--- config.mk ---
export PLATFORM = sky130hd
export DESIGN_NAME = sync_len_type_crc8_frame_receiver
export DESIGN_NICKNAME = d
export VERILOG_FILES = /design/src/sv/srx_pkg.sv /design/src/sv/sync_len_type_crc8_frame_receiver.sv /design/src/sv/srx_payload_ram.sv /design/src/sv/srx_front.sv /design/src/sv/srx_desc_queue.sv /design/src/sv/srx_back.sv
export SDC_FILE = /design/constraint.sdc
export NUM_CORES = 1
export LEC_CHECK = 0
export ABC_AREA = 1
export BUFFER_PORTS_ARGS = -buffer_cell sky130_fd_sc_hd__buf_2
export CORE_MARGIN = 3
export CORE_UTILIZATION = 50
export DETAILED_ROUTE_END_ITERATION = 10
export HOLD_SLACK_MARGIN = 0.02
export PLACE_DENSITY = 0.66
export SLEW_MARGIN = 30
export SYNTH_ARGS = -nofsm -noshare
export SYNTH_HDL_FRONTEND = slang
export SYNTH_SLANG_ARGS = --single-unit
--- constraint.sdc ---
create_clock -name clk_i -period 8.5 [get_ports clk_i]
set_clock_uncertainty 0.05 [all_clocks]
set_input_delay 1.275 -clock clk_i [delete_from_list [all_inputs] [get_ports clk_i]]
set_output_delay 1.275 -clock clk_i [all_outputs]
set_load 0.005 [all_outputs]
--- src/sv/srx_pkg.sv ---
// Shared types, constants and the CRC-8 step function of the frame receiver.
package srx_pkg;

  localparam int unsigned CFG_IDX_W = 8;

  localparam logic [CFG_IDX_W-1:0] CFG_SYNC_FIRST  = 8'd0;
  localparam logic [CFG_IDX_W-1:0] CFG_SYNC_SECOND = 8'd1;

  localparam logic [7:0] SYNC_FIRST_RST  = 8'hAA;
  localparam logic [7:0] SYNC_SECOND_RST = 8'h55;

  // Reflected form of polynomial 0x31.
  localparam logic [7:0] CRC_POLY_REFL = 8'h8C;

  localparam int unsigned DESC_DEPTH = 2;

  typedef enum logic [2:0] {
    PH_SYNC1 = 3'd0,
    PH_SYNC2 = 3'd1,
    PH_LEN   = 3'd2,
    PH_TYPE  = 3'd3,
    PH_PAY   = 3'd4,
    PH_CRC   = 3'd5
  } phase_e;

  typedef struct packed {
    logic [7:0] frame_type;
    logic [7:0] frame_length;
  } desc_t;

  function automatic logic [7:0] crc8_step(input logic [7:0] crc, input logic [7:0] b);
    logic [7:0] c;
    c = crc ^ b;
    for (int k = 0; k < 8; k++) begin
      c = c[0] ? ((c >> 1) ^ CRC_POLY_REFL) : (c >> 1);
    end
    return c;
  endfunction

endpackage

--- src/sv/sync_len_type_crc8_frame_receiver.sv ---
// After the CRC byte, a good frame moves through header queue, read and result registers.
// Throughput in: one byte per cycle while full is low; full rises only while two checked
// frames await output. The back end takes up a new result only when no read is in flight
// and its single result register is empty; the payload memory read is registered.
// Reset: asynchronous, active low; parser hunts for the first sync byte, sync registers
// return to 0xAA and 0x55, header queue and result register are empty; no clearing pass.
module sync_len_type_crc8_frame_receiver #(
  parameter int unsigned MAX_PAYLOAD = 32
) (
  input  logic                          clk_i,
  input  logic                          rst_ni,
  input  logic                          cfg_valid_i,
  output logic                          cfg_ready_o,
  input  logic [srx_pkg::CFG_IDX_W-1:0] cfg_index_i,
  input  logic [7:0]                    cfg_data_i,
  input  logic                          push,
  output logic                          full,
  input  logic [7:0]                    rx_byte_i,
  output logic                          empty,
  input  logic                          pop,
  output logic [7:0]                    frame_type_o,
  output logic [5:0]                    frame_length_o,
  output logic [4:0]                    byte_position_o,
  output logic [7:0]                    payload_value_o,
  output logic                          has_payload_o,
  output logic                          last_o
);
  import srx_pkg::*;

  localparam int unsigned IW = (MAX_PAYLOAD > 1) ? $clog2(MAX_PAYLOAD) : 1;

  logic        accept;
  logic        desc_push, desc_pop, desc_valid, desc_full;
  desc_t       desc_in, desc_head;
  logic        wr_slot, rd_slot;
  logic        mem_we, mem_re;
  logic [IW:0] mem_waddr, mem_raddr;
  logic [7:0]  mem_wdata, mem_rdata;

  assign cfg_ready_o = 1'b1;
  assign full        = desc_full;
  assign accept      = push && !desc_full;

  srx_front #(
    .MAX_PAYLOAD(MAX_PAYLOAD),
    .IW         (IW)
  ) u_front (
    .clk_i      (clk_i),
    .rst_ni     (rst_ni),
    .cfg_valid_i(cfg_valid_i),
    .cfg_index_i(cfg_index_i),
    .cfg_data_i (cfg_data_i),
    .accept_i   (accept),
    .rx_byte_i  (rx_byte_i),
    .wr_bank_i  (wr_slot),
    .desc_push_o(desc_push),
    .desc_o     (desc_in),
    .mem_we_o   (mem_we),
    .mem_waddr_o(mem_waddr),
    .mem_wdata_o(mem_wdata)
  );

  srx_desc_queue u_queue (
    .clk_i    (clk_i),
    .rst_ni   (rst_ni),
    .push_i   (desc_push),
    .desc_i   (desc_in),
    .pop_i    (desc_pop),
    .full_o   (desc_full),
    .valid_o  (desc_valid),
    .desc_o   (desc_head),
    .wr_slot_o(wr_slot),
    .rd_slot_o(rd_slot)
  );

  srx_payload_ram #(
    .AW(IW + 1)
  ) u_ram (
    .clk_i  (clk_i),
    .we_i   (mem_we),
    .waddr_i(mem_waddr),
    .wdata_i(mem_wdata),
    .re_i   (mem_re),
    .raddr_i(mem_raddr),
    .rdata_o(mem_rdata)
  );

  srx_back #(
    .IW(IW)
  ) u_back (
    .clk_i          (clk_i),
    .rst_ni         (rst_ni),
    .desc_valid_i   (desc_valid),
    .desc_i         (desc_head),
    .bank_i         (rd_slot),
    .desc_pop_o     (desc_pop),
    .re_o           (mem_re),
    .raddr_o        (mem_raddr),
    .rdata_i        (mem_rdata),
    .pop_i          (pop),
    .empty_o        (empty),
    .frame_type_o   (frame_type_o),
    .frame_length_o (frame_length_o),
    .byte_position_o(byte_position_o),
    .payload_value_o(payload_value_o),
    .has_payload_o  (has_payload_o),
    .last_o         (last_o)
  );

endmodule

--- src/sv/srx_payload_ram.sv ---
// Two-bank payload memory: one write port, one registered read port.
module srx_payload_ram #(
  parameter int unsigned AW = 6
) (
  input  logic          clk_i,
  input  logic          we_i,
  input  logic [AW-1:0] waddr_i,
  input  logic [7:0]    wdata_i,
  input  logic          re_i,
  input  logic [AW-1:0] raddr_i,
  output logic [7:0]    rdata_o
);

  logic [7:0] mem [2**AW];
  logic [7:0] rdata_q;

  always_ff @(posedge clk_i) begin
    if (we_i) begin
      mem[waddr_i] <= wdata_i;
    end
  end

  always_ff @(posedge clk_i) begin
    if (re_i) begin
      rdata_q <= mem[raddr_i];
    end
  end

  assign rdata_o = rdata_q;

endmodule

--- src/sv/srx_front.sv ---
// Front end: sync hunt, header parse, payload capture and CRC check.
module srx_front #(
  parameter int unsigned MAX_PAYLOAD = 32,
  parameter int unsigned IW          = 5
) (
  input  logic                          clk_i,
  input  logic                          rst_ni,
  input  logic                          cfg_valid_i,
  input  logic [srx_pkg::CFG_IDX_W-1:0] cfg_index_i,
  input  logic [7:0]                    cfg_data_i,
  input  logic                          accept_i,
  input  logic [7:0]                    rx_byte_i,
  input  logic                          wr_bank_i,
  output logic                          desc_push_o,
  output srx_pkg::desc_t                desc_o,
  output logic                          mem_we_o,
  output logic [IW:0]                   mem_waddr_o,
  output logic [7:0]                    mem_wdata_o
);
  import srx_pkg::*;

  localparam logic [7:0] MaxLen = 8'(MAX_PAYLOAD);

  logic [7:0] sync_first_q, sync_second_q;
  phase_e     phase_q, phase_d;
  logic [7:0] len_q, len_d;
  logic [7:0] type_q, type_d;
  logic [7:0] fill_q, fill_d;
  logic [7:0] crc_q, crc_d;
  logic [7:0] crc_next;
  logic [7:0] fill_inc;

  always_ff @(posedge clk_i or negedge rst_ni) begin
    if (!rst_ni) begin
      sync_first_q  <= SYNC_FIRST_RST;
      sync_second_q <= SYNC_SECOND_RST;
    end else if (cfg_valid_i) begin
      if (cfg_index_i == CFG_SYNC_FIRST) begin
        sync_first_q <= cfg_data_i;
      end else if (cfg_index_i == CFG_SYNC_SECOND) begin
        sync_second_q <= cfg_data_i;
      end
    end
  end

  assign crc_next = crc8_step(crc_q, rx_byte_i);
  assign fill_inc = fill_q + 8'd1;

  // Next state and parser registers.
  always_comb begin
    phase_d = phase_q;
    len_d   = len_q;
    type_d  = type_q;
    fill_d  = fill_q;
    crc_d   = crc_q;
    if (accept_i) begin
      case (phase_q)
        PH_SYNC2: begin
          phase_d = (rx_byte_i == sync_second_q) ? PH_LEN : PH_SYNC1;
        end
        PH_LEN: begin
          len_d   = rx_byte_i;
          fill_d  = '0;
          crc_d   = crc8_step(8'h00, rx_byte_i);
          phase_d = PH_TYPE;
        end
        PH_TYPE: begin
          type_d = rx_byte_i;
          crc_d  = crc_next;
          if (len_q == 8'd0) begin
            phase_d = PH_CRC;
          end else if (len_q > MaxLen) begin
            phase_d = PH_SYNC1;
          end else begin
            phase_d = PH_PAY;
          end
        end
        PH_PAY: begin
          fill_d = fill_inc;
          crc_d  = crc_next;
          if (fill_inc >= len_q) begin
            phase_d = PH_CRC;
          end
        end
        PH_CRC: begin
          phase_d = PH_SYNC1;
        end
        default: begin
          phase_d = (rx_byte_i == sync_first_q) ? PH_SYNC2 : PH_SYNC1;
        end
      endcase
    end
  end

  // Outputs toward the payload memory and the descriptor queue.
  always_comb begin
    mem_we_o    = 1'b0;
    desc_push_o = 1'b0;
    case (phase_q)
      PH_PAY: begin
        mem_we_o = accept_i;
      end
      PH_CRC: begin
        desc_push_o = accept_i && (rx_byte_i == crc_q);
      end
      default: begin
        mem_we_o    = 1'b0;
        desc_push_o = 1'b0;
      end
    endcase
  end

  assign mem_waddr_o       = {wr_bank_i, fill_q[IW-1:0]};
  assign mem_wdata_o       = rx_byte_i;
  assign desc_o.frame_type   = type_q;
  assign desc_o.frame_length = len_q;

  always_ff @(posedge clk_i or negedge rst_ni) begin
    if (!rst_ni) begin
      phase_q <= PH_SYNC1;
      len_q   <= '0;
      type_q  <= '0;
      fill_q  <= '0;
      crc_q   <= '0;
    end else begin
      phase_q <= phase_d;
      len_q   <= len_d;
      type_q  <= type_d;
      fill_q  <= fill_d;
      crc_q   <= crc_d;
    end
  end

endmodule

--- src/sv/srx_desc_queue.sv ---
// Two-entry queue of checked frame headers; the slot index selects the payload bank.
module srx_desc_queue (
  input  logic           clk_i,
  input  logic           rst_ni,
  input  logic           push_i,
  input  srx_pkg::desc_t desc_i,
  input  logic           pop_i,
  output logic           full_o,
  output logic           valid_o,
  output srx_pkg::desc_t desc_o,
  output logic           wr_slot_o,
  output logic           rd_slot_o
);
  import srx_pkg::*;

  desc_t      entry_q [DESC_DEPTH];
  logic       wr_ptr_q, rd_ptr_q;
  logic [1:0] count_q;

  always_ff @(posedge clk_i) begin
    if (push_i) begin
      entry_q[wr_ptr_q] <= desc_i;
    end
  end

  always_ff @(posedge clk_i or negedge rst_ni) begin
    if (!rst_ni) begin
      wr_ptr_q <= 1'b0;
      rd_ptr_q <= 1'b0;
      count_q  <= '0;
    end else begin
      if (push_i) begin
        wr_ptr_q <= ~wr_ptr_q;
      end
      if (pop_i) begin
        rd_ptr_q <= ~rd_ptr_q;
      end
      count_q <= count_q + {1'b0, push_i} - {1'b0, pop_i};
    end
  end

  assign full_o    = (count_q == 2'(DESC_DEPTH));
  assign valid_o   = (count_q != 2'd0);
  assign desc_o    = entry_q[rd_ptr_q];
  assign wr_slot_o = wr_ptr_q;
  assign rd_slot_o = rd_ptr_q;

endmodule

--- src/sv/srx_back.sv ---
// Back end: walks a checked frame out of the payload memory into the result register.
module srx_back #(
  parameter int unsigned IW = 5
) (
  input  logic           clk_i,
  input  logic           rst_ni,
  input  logic           desc_valid_i,
  input  srx_pkg::desc_t desc_i,
  input  logic           bank_i,
  output logic           desc_pop_o,
  output logic           re_o,
  output logic [IW:0]    raddr_o,
  input  logic [7:0]     rdata_i,
  input  logic           pop_i,
  output logic           empty_o,
  output logic [7:0]     frame_type_o,
  output logic [5:0]     frame_length_o,
  output logic [4:0]     byte_position_o,
  output logic [7:0]     payload_value_o,
  output logic           has_payload_o,
  output logic           last_o
);
  import srx_pkg::*;

  logic [7:0] idx_q;
  logic       pend_q;
  logic       issue;
  logic       is_last;
  logic       has_pay;

  // Side data of the read in flight.
  logic [7:0] p_type_q;
  logic [5:0] p_len_q;
  logic [4:0] p_pos_q;
  logic       p_has_q;
  logic       p_last_q;

  logic       out_valid_q;
  logic [7:0] o_type_q;
  logic [5:0] o_len_q;
  logic [4:0] o_pos_q;
  logic [7:0] o_val_q;
  logic       o_has_q;
  logic       o_last_q;

  assign issue   = desc_valid_i && !pend_q && !out_valid_q;
  assign has_pay = (desc_i.frame_length != 8'd0);
  assign is_last = !has_pay || ((idx_q + 8'd1) == desc_i.frame_length);

  assign desc_pop_o = issue && is_last;
  assign re_o       = issue && has_pay;
  assign raddr_o    = {bank_i, idx_q[IW-1:0]};

  always_ff @(posedge clk_i or negedge rst_ni) begin
    if (!rst_ni) begin
      idx_q       <= '0;
      pend_q      <= 1'b0;
      out_valid_q <= 1'b0;
    end else begin
      if (issue) begin
        idx_q <= is_last ? 8'd0 : idx_q + 8'd1;
      end
      pend_q <= issue;
      if (pend_q) begin
        out_valid_q <= 1'b1;
      end else if (pop_i && out_valid_q) begin
        out_valid_q <= 1'b0;
      end
    end
  end

  always_ff @(posedge clk_i) begin
    if (issue) begin
      p_type_q <= desc_i.frame_type;
      p_len_q  <= desc_i.frame_length[5:0];
      p_pos_q  <= idx_q[4:0];
      p_has_q  <= has_pay;
      p_last_q <= is_last;
    end
    if (pend_q) begin
      o_type_q <= p_type_q;
      o_len_q  <= p_len_q;
      o_pos_q  <= p_pos_q;
      o_val_q  <= p_has_q ? rdata_i : 8'd0;
      o_has_q  <= p_has_q;
      o_last_q <= p_last_q;
    end
  end

  assign empty_o         = !out_valid_q;
  assign frame_type_o    = o_type_q;
  assign frame_length_o  = o_len_q;
  assign byte_position_o = o_pos_q;
  assign payload_value_o = o_val_q;
  assign has_payload_o   = o_has_q;
  assign last_o          = o_last_q;

endmodule

## Word-level counts from Yosys, hierarchy flattened

Memories as Yosys holds them, arrays and structs flattened. A register that Yosys moved wholly into a read port is not among the register bits.
Index checks and enable logic that the tools add are counted.

| storage, ports and cells | value |
|---|---|
| bits in registers | 115 |
| memories | 2 |
| word-level logic and storage cells | 124 |
| bits in writable memories | 544 |
| output and inout port bits | 32 |
| input port bits | 29 |

Memories:

| name | words | bits a word | read ports | clocked after Yosys merged registers in | wr ports | RTL line | text |
|---|---|---|---|---|---|---|---|
| u_ram.mem | 64 | 8 | 1 | 1 | 1 | srx_payload_ram.sv:14 | `logic [7:0] mem [2**AW];` |
| u_queue.entry_q | 2 | 16 | 1 | 0 | 1 | srx_desc_queue.sv:16 | `desc_t entry_q [DESC_DEPTH];` |

| cells by class | value |
|---|---|
| order comparisons | 2 |
| eq/ne operators | 12 |
| add/subtract/negate cells | 4 |
| bitwise gates (word level) | 20 |
| muxes and demuxes | 33 |
| reduce and logical (&&, ||, !) cells | 27 |

Operators by type and width:

| kind | number |
|---|---|
| $mux 8 | 17 |
| $not 2->3 | 16 |
| $eq 8x8->1 | 4 |
| $pmux 8 s2 | 2 |
| $add 8x1->8 const B | 2 |
| $logic_not 8->1 | 2 |
| $pmux 3 s5 | 1 |
| $reduce_and 2->1 | 6 |
| $mux 1 | 9 |
| $mux 3 | 3 |
| $eq 8x1->1 const B | 1 |
| $ge 8x8->1 | 1 |
| $gt 8x6->1 const B | 1 |
| $reduce_bool 2->1 | 4 |
| $reduce_bool 8->1 | 1 |
| $xor 8x8->8 | 1 |
| $logic_and 1x1->1 | 7 |
| $eq 3x2->1 const B | 2 |
| $eq 3x3->1 const B | 2 |
| $logic_not 1->1 | 4 |
| $eq 3x1->1 const B | 1 |
| $not 1->1 | 3 |
| $reduce_and 3->1 | 1 |
| $add 2x1->2 | 1 |
| 6 further kinds | 6 |

## Longest topological paths before layout

Gate-level depths: netlist of the first run.

| logic depth | value |
|---|---|
| depth in word-level cells | 18 |
| depth in mapped cells | 18 |
| gate-level depth less buffers | 17 |

## Modules after synthesis

Synthesis of the first run repeated with hierarchy kept, for this count alone.

| unflattened totals | value |
|---|---|
| cell total of the unflattened synthesis | 2,563 |
| area total of the unflattened synthesis | 28,725.0 um2 |

Modules (own cells, without submodules):

| module | seq. area each (um2) | area each (um2) | cells an instance | times used |
|---|---|---|---|---|
| srx_payload_ram | 15,615.0 | 21,419.3 | 1,805 | 1 |
| srx_front | 1,286.2 | 3,389.5 | 447 | 1 |
| srx_back | 1,751.7 | 2,411.1 | 198 | 1 |
| srx_desc_queue | 1,061.0 | 1,483.9 | 109 | 1 |
| sync_len_type_crc8_frame_receiver | 0.0 | 21.3 | 4 | 1 |

## Worst setup path after synthesis of the first run

OpenSTA, ideal clock, no wires.

| timing | value |
|---|---|
| path kind | input port to flip-flop |
| start | input rx_byte_i[0] |
| end | memory u_queue.entry_q[0][0] in the netlist's numbering, enable pin |
| slack | 5,238 ps |
| cell stages on the path | 8 |
| arrival | 2,824 ps |
| buffers on the path | 1 |
| required time | 8,062 ps |
| library setup time | 388 ps |
| path through | buf_2 -> xnor2_1 -> nand2_1 -> inv_1 -> nand4_1 -> nor2_1 -> inv_1 -> nor2_1 |

| on the way | value |
|---|---|
| cells in the longest elaborated chain, start to end | 5 |

RTL lines:

| what | RTL line | text |
|---|---|---|
| from (decl) | sync_len_type_crc8_frame_receiver.sv:18 | `input logic [7:0] rx_byte_i,` |
| $eq 8x8->1 | srx_front.sv:104 | `desc_push_o = accept_i && (rx_byte_i == crc_q);` |
| $logic_and 1x1->1 | srx_front.sv:104 |  |
| $mux 1 | srx_front.sv:99 | `case (phase_q)` |
| net desc_push | sync_len_type_crc8_frame_receiver.sv:33 | `logic desc_push, desc_pop, desc_valid, desc_full;` |
| $mux 1 | srx_desc_queue.sv:21 | `if (push_i) begin` |
| $mux 1 (implied by the code) | srx_desc_queue.sv:22 | `entry_q[wr_ptr_q] <= desc_i;` |
| to (decl) | srx_desc_queue.sv:16 |  |

The timed path passes the listed nets, and every way through them passes these cells.

==> flow_metrics.env, run 1 <==
export IMPL_ctsLongestPathBuffers=3
export IMPL_cts_post_setup_buffers_inserted=0
export IMPL_design_die_area_um2=58300
export IMPL_endpoint_kind="register"
export IMPL_detailedRoute_firstPassIterationCount=5
export IMPL_yosys_top_cells_area="sky130_fd_sc_hd__edfxtp_1, sky130_fd_sc_hd__nand2_1, sky130_fd_sc_hd__o21ai_0"
export IMPL_wl_um=65800
export IMPL_clk_root_buffer_cell="sky130_fd_sc_hd__clkbuf_16"
export IMPL_via_density_per_instance=5.65
export IMPL_drc=0
export IMPL_io_pins=61
export IMPL_synthDominantCellAreaShare_pct=65.2
export IMPL_synth_area_mux_share_pct=0
export IMPL_main_combinational_cell_family_by_area_after_synthesis="simple AND/OR/NAND/NOR gates"
export IMPL_place_detailed_instances=3080
export IMPL_flops_latches_synth=667
export IMPL_initialDrtViolationCount=1813
export IMPL_worstSetupStartpointType="register"
export IMPL_max_stage_delay_cell_worst_path="sky130_fd_sc_hd__inv_2"
export IMPL_drt_antenna_violating_nets=0
export IMPL_totalNegativeSetupSlack_ns=0
export IMPL_cp_max_fo=71
export IMPL_design_core_area_um2=54300
export IMPL_rsz0062_at_grt="no"
export IMPL_cell_type_contributing_the_most_total_cell_area_after_synthesis="sky130_fd_sc_hd__edfxtp_1"
export IMPL_power_static_leakage_uw=0.0110
export IMPL_final_hold_viol_count=0
export IMPL_initial_core_util_pct=51.0
export IMPL_clkSinkCount=667
export IMPL_timing_final_crit_period_ns=3.67
export IMPL_yosys_area_share_xor_xnor_pct=1.26
export IMPL_syn_to_final_growth_pct=11.1
export IMPL_row_count=85
export IMPL_avgRoutedWirePerCell_um=20.5
export IMPL_share_of_the_synthesized_area_in_compound_gates_ao_oa_aoi_oai_pct=9.41
export IMPL_worst_slew_pin_slew_ns=0.942
export IMPL_max_cap_violations=0
export IMPL_grt_first_pass_wirelength_um=100000
export IMPL_synth_simple_gate_area_share_pct=13.6
export IMPL_post_synthesis_share_of_cell_area_spent_on_full_adders_half_adders_and_majority_gates_pct=0.542
export IMPL_vdd_ir_drop_max_mv=0.173
export IMPL_ys_warn_count=0
export IMPL_layout_commonest_cell="sky130_fd_sc_hd__edfxtp_1"
export IMPL_port_buffers=59
export IMPL_post_dp_hpwl_um=39500
export IMPL_critical_path_top_cell_by_count="sky130_fd_sc_hd__nand2_1"
export IMPL_crit_type="register to register"
export IMPL_most_used_cells_in_the_layout_excluding_fill_and_tap_cells="sky130_fd_sc_hd__edfxtp_1, sky130_fd_sc_hd__nand2_1, sky130_fd_sc_hd__nor2_1"
export IMPL_cpPeakStageDelay_ns=0.79
export IMPL_vias_in_the_first_global_route=17627
export IMPL_seq_area_frac_synth_pct=71.1
export IMPL_clk_transition_reported_paths_ns=0.06
export IMPL_share_of_post_route_cells_with_drive_strength_above_1_pct=9.16
export IMPL_post_route_period_util_pct=43.2
export IMPL_finish_net_count=2453
export IMPL_post_cts_resized=0
export IMPL_cts_htree_levels=3
export IMPL_required_ns=8.87
export IMPL_fmax_mhz=272
export IMPL_groute_usage_overall_pct=22.7
export IMPL_fin_cells=3205
export IMPL_place_gp_congestion=0.906
export IMPL_maximum_number_of_pins_on_one_net_before_global_route_repair=103
export IMPL_grt_overflow_total=0
export IMPL_synth_net_count=2419
export IMPL_n_antenna_cell=0
export IMPL_cts_buf_count=68
export IMPL_syn_avg_cell_area_um2=11.7
export IMPL_holdBufCountCts=0
export IMPL_critPathArrivalTime_ns=4.04
export IMPL_final_max_slew_violation_count=0
export IMPL_critical_path_top_delay_family="buffers and inverters"
export IMPL_setup_viol=0
export IMPL_dieHeight_um=241
export IMPL_run_status="finished, final reports clean"
export IMPL_chipWidth_um=241
export IMPL_min_path_type="register to register"
export IMPL_power_density_nw_per_um2=321
export IMPL_worstPathCellList="inv_2 > buf_4 > o21ai_0 > o22ai_1 > nand2_1 > nand3_1 > nand2_1 > nor2_1 > o21ai_1 > nand2_1"
export IMPL_cts_tree="done"
export IMPL_routed_via_count=18113
export IMPL_max_slew_margin_rel_pct=37.2
export IMPL_syn_cell_area_um2=27700
export IMPL_postSynthCellCount=2378
export IMPL_insertion_delay_ns=0.60
export IMPL_post_synth_num_cell_types=42
export IMPL_cp_buffers_inverters=2
export IMPL_grt_antenna_before_repair=1
through the flow:
step                total power, uW  area, um^2  util, %  setup slack (ns)  hold WS (ns)
finish                         9890       30800     56.7              4.83         0.367
global route                  10400       30800     56.7              4.65         0.376
CTS                            9920       30800     56.6              4.86         0.369
detailed placement             6920       28500     52.5              4.63         0.356
global placement               6860       28500     52.4              4.67         0.355
floorplan                      6100       27700        -              5.24         0.350
worst register-to-register path, cell delays in order (launching register included):
cell and delay, ns:
sky130_fd_sc_hd__dfrtp_4 0.73, sky130_fd_sc_hd__inv_2 0.86, sky130_fd_sc_hd__buf_4 0.66, sky130_fd_sc_hd__o21ai_0 0.23, sky130_fd_sc_hd__o22ai_1 0.17, sky130_fd_sc_hd__nand2_1 0.07
sky130_fd_sc_hd__nand3_1 0.08, sky130_fd_sc_hd__nand2_1 0.07, sky130_fd_sc_hd__nor2_1 0.31, sky130_fd_sc_hd__o21ai_1 0.13, sky130_fd_sc_hd__nand2_1 0.15
sequential cells by signal, indices dropped and copies added, names as in the netlist, 6 cells and up:
signal                  count
u_front.len_q               8
u_back.idx_q                8
u_back.p_type_q             8
u_ram.mem                 512
u_back.frame_length_o       6
u_ram.rdata_o               8
u_front.sync_first_q        8
u_back.frame_type_o         8
u_queue.entry_q            32
u_front.fill_q              8
u_front.sync_second_q       8
u_back.payload_value_o      8
u_front.type_q              8
u_back.p_len_q              6
u_front.crc_q               8
routing by layer:
layer  wire [um]  up-vias  track usage [%]  share of wire (%)
met1       26900     8860             30.1                 41
li1            -     8446                -                  -
met3        4690      128             4.42                7.1
met4        1930        2             8.38                2.9
met2       32300      677             37.6                 49
met5          13        -                0              0.020
path summary, 6_finish.rpt:
check / endpoint / from / slack, ns / cells past startpoint
worst max register to register: u_ram.rdata_o[7]$_DFFE_PP_ / u_back.idx_q[1]$_DFFE_PN0P_ / 4.83 / 10
min in group asynchronous: u_back.idx_q[7]$_DFFE_PN0P_ / rst_ni / 0.59 / 2
worst max-delay path: u_ram.rdata_o[7]$_DFFE_PP_ / u_back.idx_q[1]$_DFFE_PN0P_ / 4.83 / 10
worst min-delay path: u_back.frame_length_o[0]$_DFFE_PP_ / u_back.p_len_q[0]$_DFFE_PP_ / 0.37 / 0
worst min register to register: u_back.frame_length_o[0]$_DFFE_PP_ / u_back.p_len_q[0]$_DFFE_PP_ / 0.37 / 0
max in group asynchronous: u_front.sync_first_q[7]$_DFFE_PN1P_ / rst_ni / 7.21 / 3
area by class of cell:
| type | count | area [um^2] |
|---|---|---|
| tap | 739 | 925 |
| multi-input combinational | 1471 | 6900 |
| fill | 4414 | 23500 |
| clock buffer | 88 | 1840 |
| timing repair buffer | 88 | 557 |
| sequential | 667 | 19700 |
| clock inverter | 36 | 417 |
| inverter | 116 | 443 |
power by group:
group          switching (uW)  internal, uW  leakage, uW
Clock                    1220          1780      0.00110
Sequential                198          3860      0.00627
Combinational            2000           827      0.00368
Total                    3420          6470       0.0110
logic make-up after synthesis:
kind of cell / Yosys count
XOR/XNOR: 40
other: 1
AO/OA/AOI/OAI: 486
flip-flops: 667
adder cells (fa/ha/maj): 12
buffers and inverters: 240
AND/OR/NAND/NOR: 932
synth_stat cells (all sizes together):
cell type    n
ha          12
o22ai      117
o311ai       2
buf         73
clkinv       1
clkbuf      51
nand3b       2
nor3         8
dfstp        8
conb         1
nand4        7
xnor2       17
nor4         1
inv        115
nand2b       1
o21bai       3
o21ai      311
nand3      121
edfxtp     602
dfrtp       57
a31oi        1
nor2       353
xor2        23
a21oi       51
nand2      438
o21a         1
or2          1
Power figures use the tool's default switching activity.
==> run 2, diff against run 1 <==
Settings changed: ABC_AREA 1 to 0, PLACE_DENSITY 0.66 to 0.69.
Clock period 8.5 ns to 3.3 ns, I/O delays scaled along.
==> flow_metrics.env, run 2 <==
export IMPL_run_status="finished, final reports clean"
export IMPL_vdd_ir_drop_max_mv=0.314
export IMPL_synth_area_mux_share_pct=15.5
export IMPL_groute_usage_overall_pct=20.3
export IMPL_wl_um=56200
export IMPL_postSynthCellCount=1397
export IMPL_fmax_mhz=325
export IMPL_via_density_per_instance=5.84
export IMPL_max_slew_margin_rel_pct=46.2
export IMPL_worstPathCellList="ha_1 > nand3_1 > or2_2 > xnor2_1 > ha_1 > a21o_1 > a211o_1 > a211oi_2 > nor2_1 > o221a_2"
export IMPL_synthDominantCellAreaShare_pct=67.5
export IMPL_grt_first_pass_wirelength_um=85700
export IMPL_io_pins=61
export IMPL_power_static_leakage_uw=0.0103
export IMPL_rsz0062_at_grt="no"
export IMPL_syn_to_final_growth_pct=15.0
export IMPL_yosys_area_share_xor_xnor_pct=2.52
export IMPL_drc=0
export IMPL_synthTopCellsByCount="sky130_fd_sc_hd__edfxtp_1, sky130_fd_sc_hd__mux4_2, sky130_fd_sc_hd__nor2_1"
export IMPL_vias_in_the_first_global_route=13727
export IMPL_critPathArrivalTime_ns=3.50
export IMPL_initial_core_util_pct=50.8
export IMPL_main_combinational_cell_family_by_area_after_synthesis="multiplexers"
export IMPL_detailedRoute_firstPassIterationCount=5
export IMPL_max_stage_delay_cell_worst_path="sky130_fd_sc_hd__dfrtp_1"
export IMPL_setup_viol=0
export IMPL_max_cap_violations=0
export IMPL_ys_flop_type="sky130_fd_sc_hd__edfxtp_1"
export IMPL_syn_avg_cell_area_um2=19.2
export IMPL_share_of_post_route_cells_with_drive_strength_above_1_pct=30.2
export IMPL_grt_overflow_total=0
export IMPL_clk_root_buffer_cell="sky130_fd_sc_hd__clkbuf_16"
export IMPL_finish_net_count=1609
export IMPL_post_dp_hpwl_um=34900
export IMPL_seq_area_frac_synth_pct=73.6
export IMPL_initialDrtViolationCount=1208
export IMPL_final_max_slew_violation_count=0
export IMPL_post_synthesis_share_of_cell_area_spent_on_full_adders_half_adders_and_majority_gates_pct=0.561
export IMPL_dieHeight_um=237
export IMPL_required_ns=3.73
export IMPL_post_synth_num_cell_types=57
export IMPL_cp_max_fo=10
export IMPL_yosys_top_cells_area="sky130_fd_sc_hd__edfxtp_1, sky130_fd_sc_hd__mux4_2, sky130_fd_sc_hd__dfrtp_1"
export IMPL_design_die_area_um2=56400
export IMPL_crit_type="register to register"
export IMPL_power_density_nw_per_um2=573
export IMPL_maximum_number_of_pins_on_one_net_before_global_route_repair=72
export IMPL_crit_cells=10
export IMPL_flops_latches_synth=667
export IMPL_synth_edff_count=602
export IMPL_cts_tree="done"
export IMPL_n_antenna_cell=0
export IMPL_cts_buf_count=69
export IMPL_synth_net_count=1438
export IMPL_worst_slew_pin_slew_ns=0.807
export IMPL_yosysMostFrequentCell="sky130_fd_sc_hd__edfxtp_1"
export IMPL_row_count=84
export IMPL_final_hold_viol_count=0
export IMPL_critical_path_top_cell_by_count="sky130_fd_sc_hd__ha_1"
export IMPL_clkSinkCount=667
export IMPL_synth_simple_gate_area_share_pct=3.88
export IMPL_cell_type_contributing_the_most_total_cell_area_after_synthesis="sky130_fd_sc_hd__edfxtp_1"
export IMPL_syn_cell_area_um2=26800
export IMPL_routed_via_count=13466
export IMPL_clk_transition_reported_paths_ns=0.07
export IMPL_worst_r2r_setup_slack_ns=0.23
export IMPL_hold_depth=2
export IMPL_totalNegativeSetupSlack_ns=0
export IMPL_totalPowerFinal_uw=17700
export IMPL_worstRegToRegCells=10
export IMPL_port_buffers=59
export IMPL_grt_antenna_before_repair=2
export IMPL_registers_top_by_ff_count="u_ram.mem"
export IMPL_avgRoutedWirePerCell_um=24.4
export IMPL_drt_antenna_violating_nets=0
export IMPL_share_of_the_synthesized_area_in_compound_gates_ao_oa_aoi_oai_pct=2.50
export IMPL_cp_buffers_inverters=0
export IMPL_design_core_area_um2=52800
export IMPL_insertion_delay_ns=0.59
export IMPL_endpoint_kind="register"
export IMPL_cts_htree_levels=3
export IMPL_asyncSetResetFlopFracSynth_pct=9.75
export IMPL_worstSetupStartpointType="register"
export IMPL_place_gp_congestion=0.828
export IMPL_largest_register_ffs=512
export IMPL_min_path_type="input port to register"
export IMPL_most_used_cells_in_the_layout_excluding_fill_and_tap_cells="sky130_fd_sc_hd__edfxtp_1, sky130_fd_sc_hd__mux4_2, sky130_fd_sc_hd__buf_4"
export IMPL_timing_final_crit_period_ns=3.07
export IMPL_ys_warn_count=0
export IMPL_biggestRegsByFlops="u_ram.mem x512, u_queue.entry_q x32"
export IMPL_cpPeakStageDelay_ns=0.50
export IMPL_layout_commonest_cell="sky130_fd_sc_hd__edfxtp_1"
export IMPL_critical_path_top_delay_family="compound AO/OA/AOI/OAI gates"
export IMPL_post_route_period_util_pct=93.1
export IMPL_ctsLongestPathBuffers=3
export IMPL_chipWidth_um=237
## run 2: final timing paths
path	from	end
setup reg to reg	u_front.fill_q[1]$_DFFE_PN0P_	u_front.phase_q[0]$_DFFE_PN0P_
max in group asynchronous	rst_ni	u_front.sync_second_q[2]$_DFFE_PN1P_
hold / removal	cfg_data_i[2]	u_front.sync_second_q[2]$_DFFE_PN1P_
min in group asynchronous	rst_ni	u_back.idx_q[3]$_DFFE_PN0P_
setup / recovery	u_front.fill_q[1]$_DFFE_PN0P_	u_front.phase_q[0]$_DFFE_PN0P_
hold reg to reg	u_back.p_pos_q[4]$_DFFE_PP_	u_back.byte_position_o[4]$_DFFE_PP_
## run 2: worst register-to-register path: cells and delay by family, from the launching register on
family                   cells  cell delay (ns)
adder cells (fa/ha/maj)      2             0.60
XOR/XNOR                     1             0.21
AO/OA/AOI/OAI                4             1.13
flip-flops                   1             0.50
AND/OR/NAND/NOR              3             0.49
## run 2: cell families after synthesis
logic type,count (synthesis)
fa+ha+maj,12
mux,227
buf+inv,91
xor+xnor,77
simple gates,218
other cells,1
compound gates,104
flops,667
## run 2: through the flow
step	setup slack, ns	util (%)	std cells	cell area (um^2)	hold slack [ns]
after floorplan	0.224	-	1397	26800	0.149
after global placement	0.188	54.1	2183	28600	0.352
after detailed placement	0.104	54.1	2183	28600	0.355
after CTS	0.0991	58.3	2305	30800	0.0746
after global routing	0.0113	58.4	2305	30800	0.0905
final	0.226	58.4	2305	30800	0.0972
## run 2: per-layer routing
metal | vias up | part of all wire, % | wire [um] | global-route usage (%)
li1 | 5935 | - | - | -
met5 | - | 0.014 | 8 | 0
met2 | 418 | 50 | 27900 | 33.1
met1 | 7027 | 42 | 23600 | 28.2
met4 | 2 | 2.0 | 1140 | 5.88
met3 | 84 | 6.3 | 3540 | 4.18
## run 2: layout make-up
type	count	area, um^2
fillers	3862	22000
flip-flops and latches	667	19700
multi-input cells	639	6700
clock buffers	91	1900
repair buffers	176	1240
well taps	688	861
clock inverters	29	304
inverters	15	56.3
## run 2: repair_timing
action,4_1_cts,5_1_grt
buffers inserted,0,0
gates resized for setup,0,3
hold endpoints to repair,37,0
setup endpoints to repair,0,3
hold buffers,2,0
## run 2: power breakdown
group          total, uW  internal, uW  leakage (uW)  switching, uW
Clock               7590          4530       0.00107           3060
Sequential          9280          9250       0.00636           33.1
Combinational        786           345       0.00286            441
Total              17700         14100        0.0103           3540
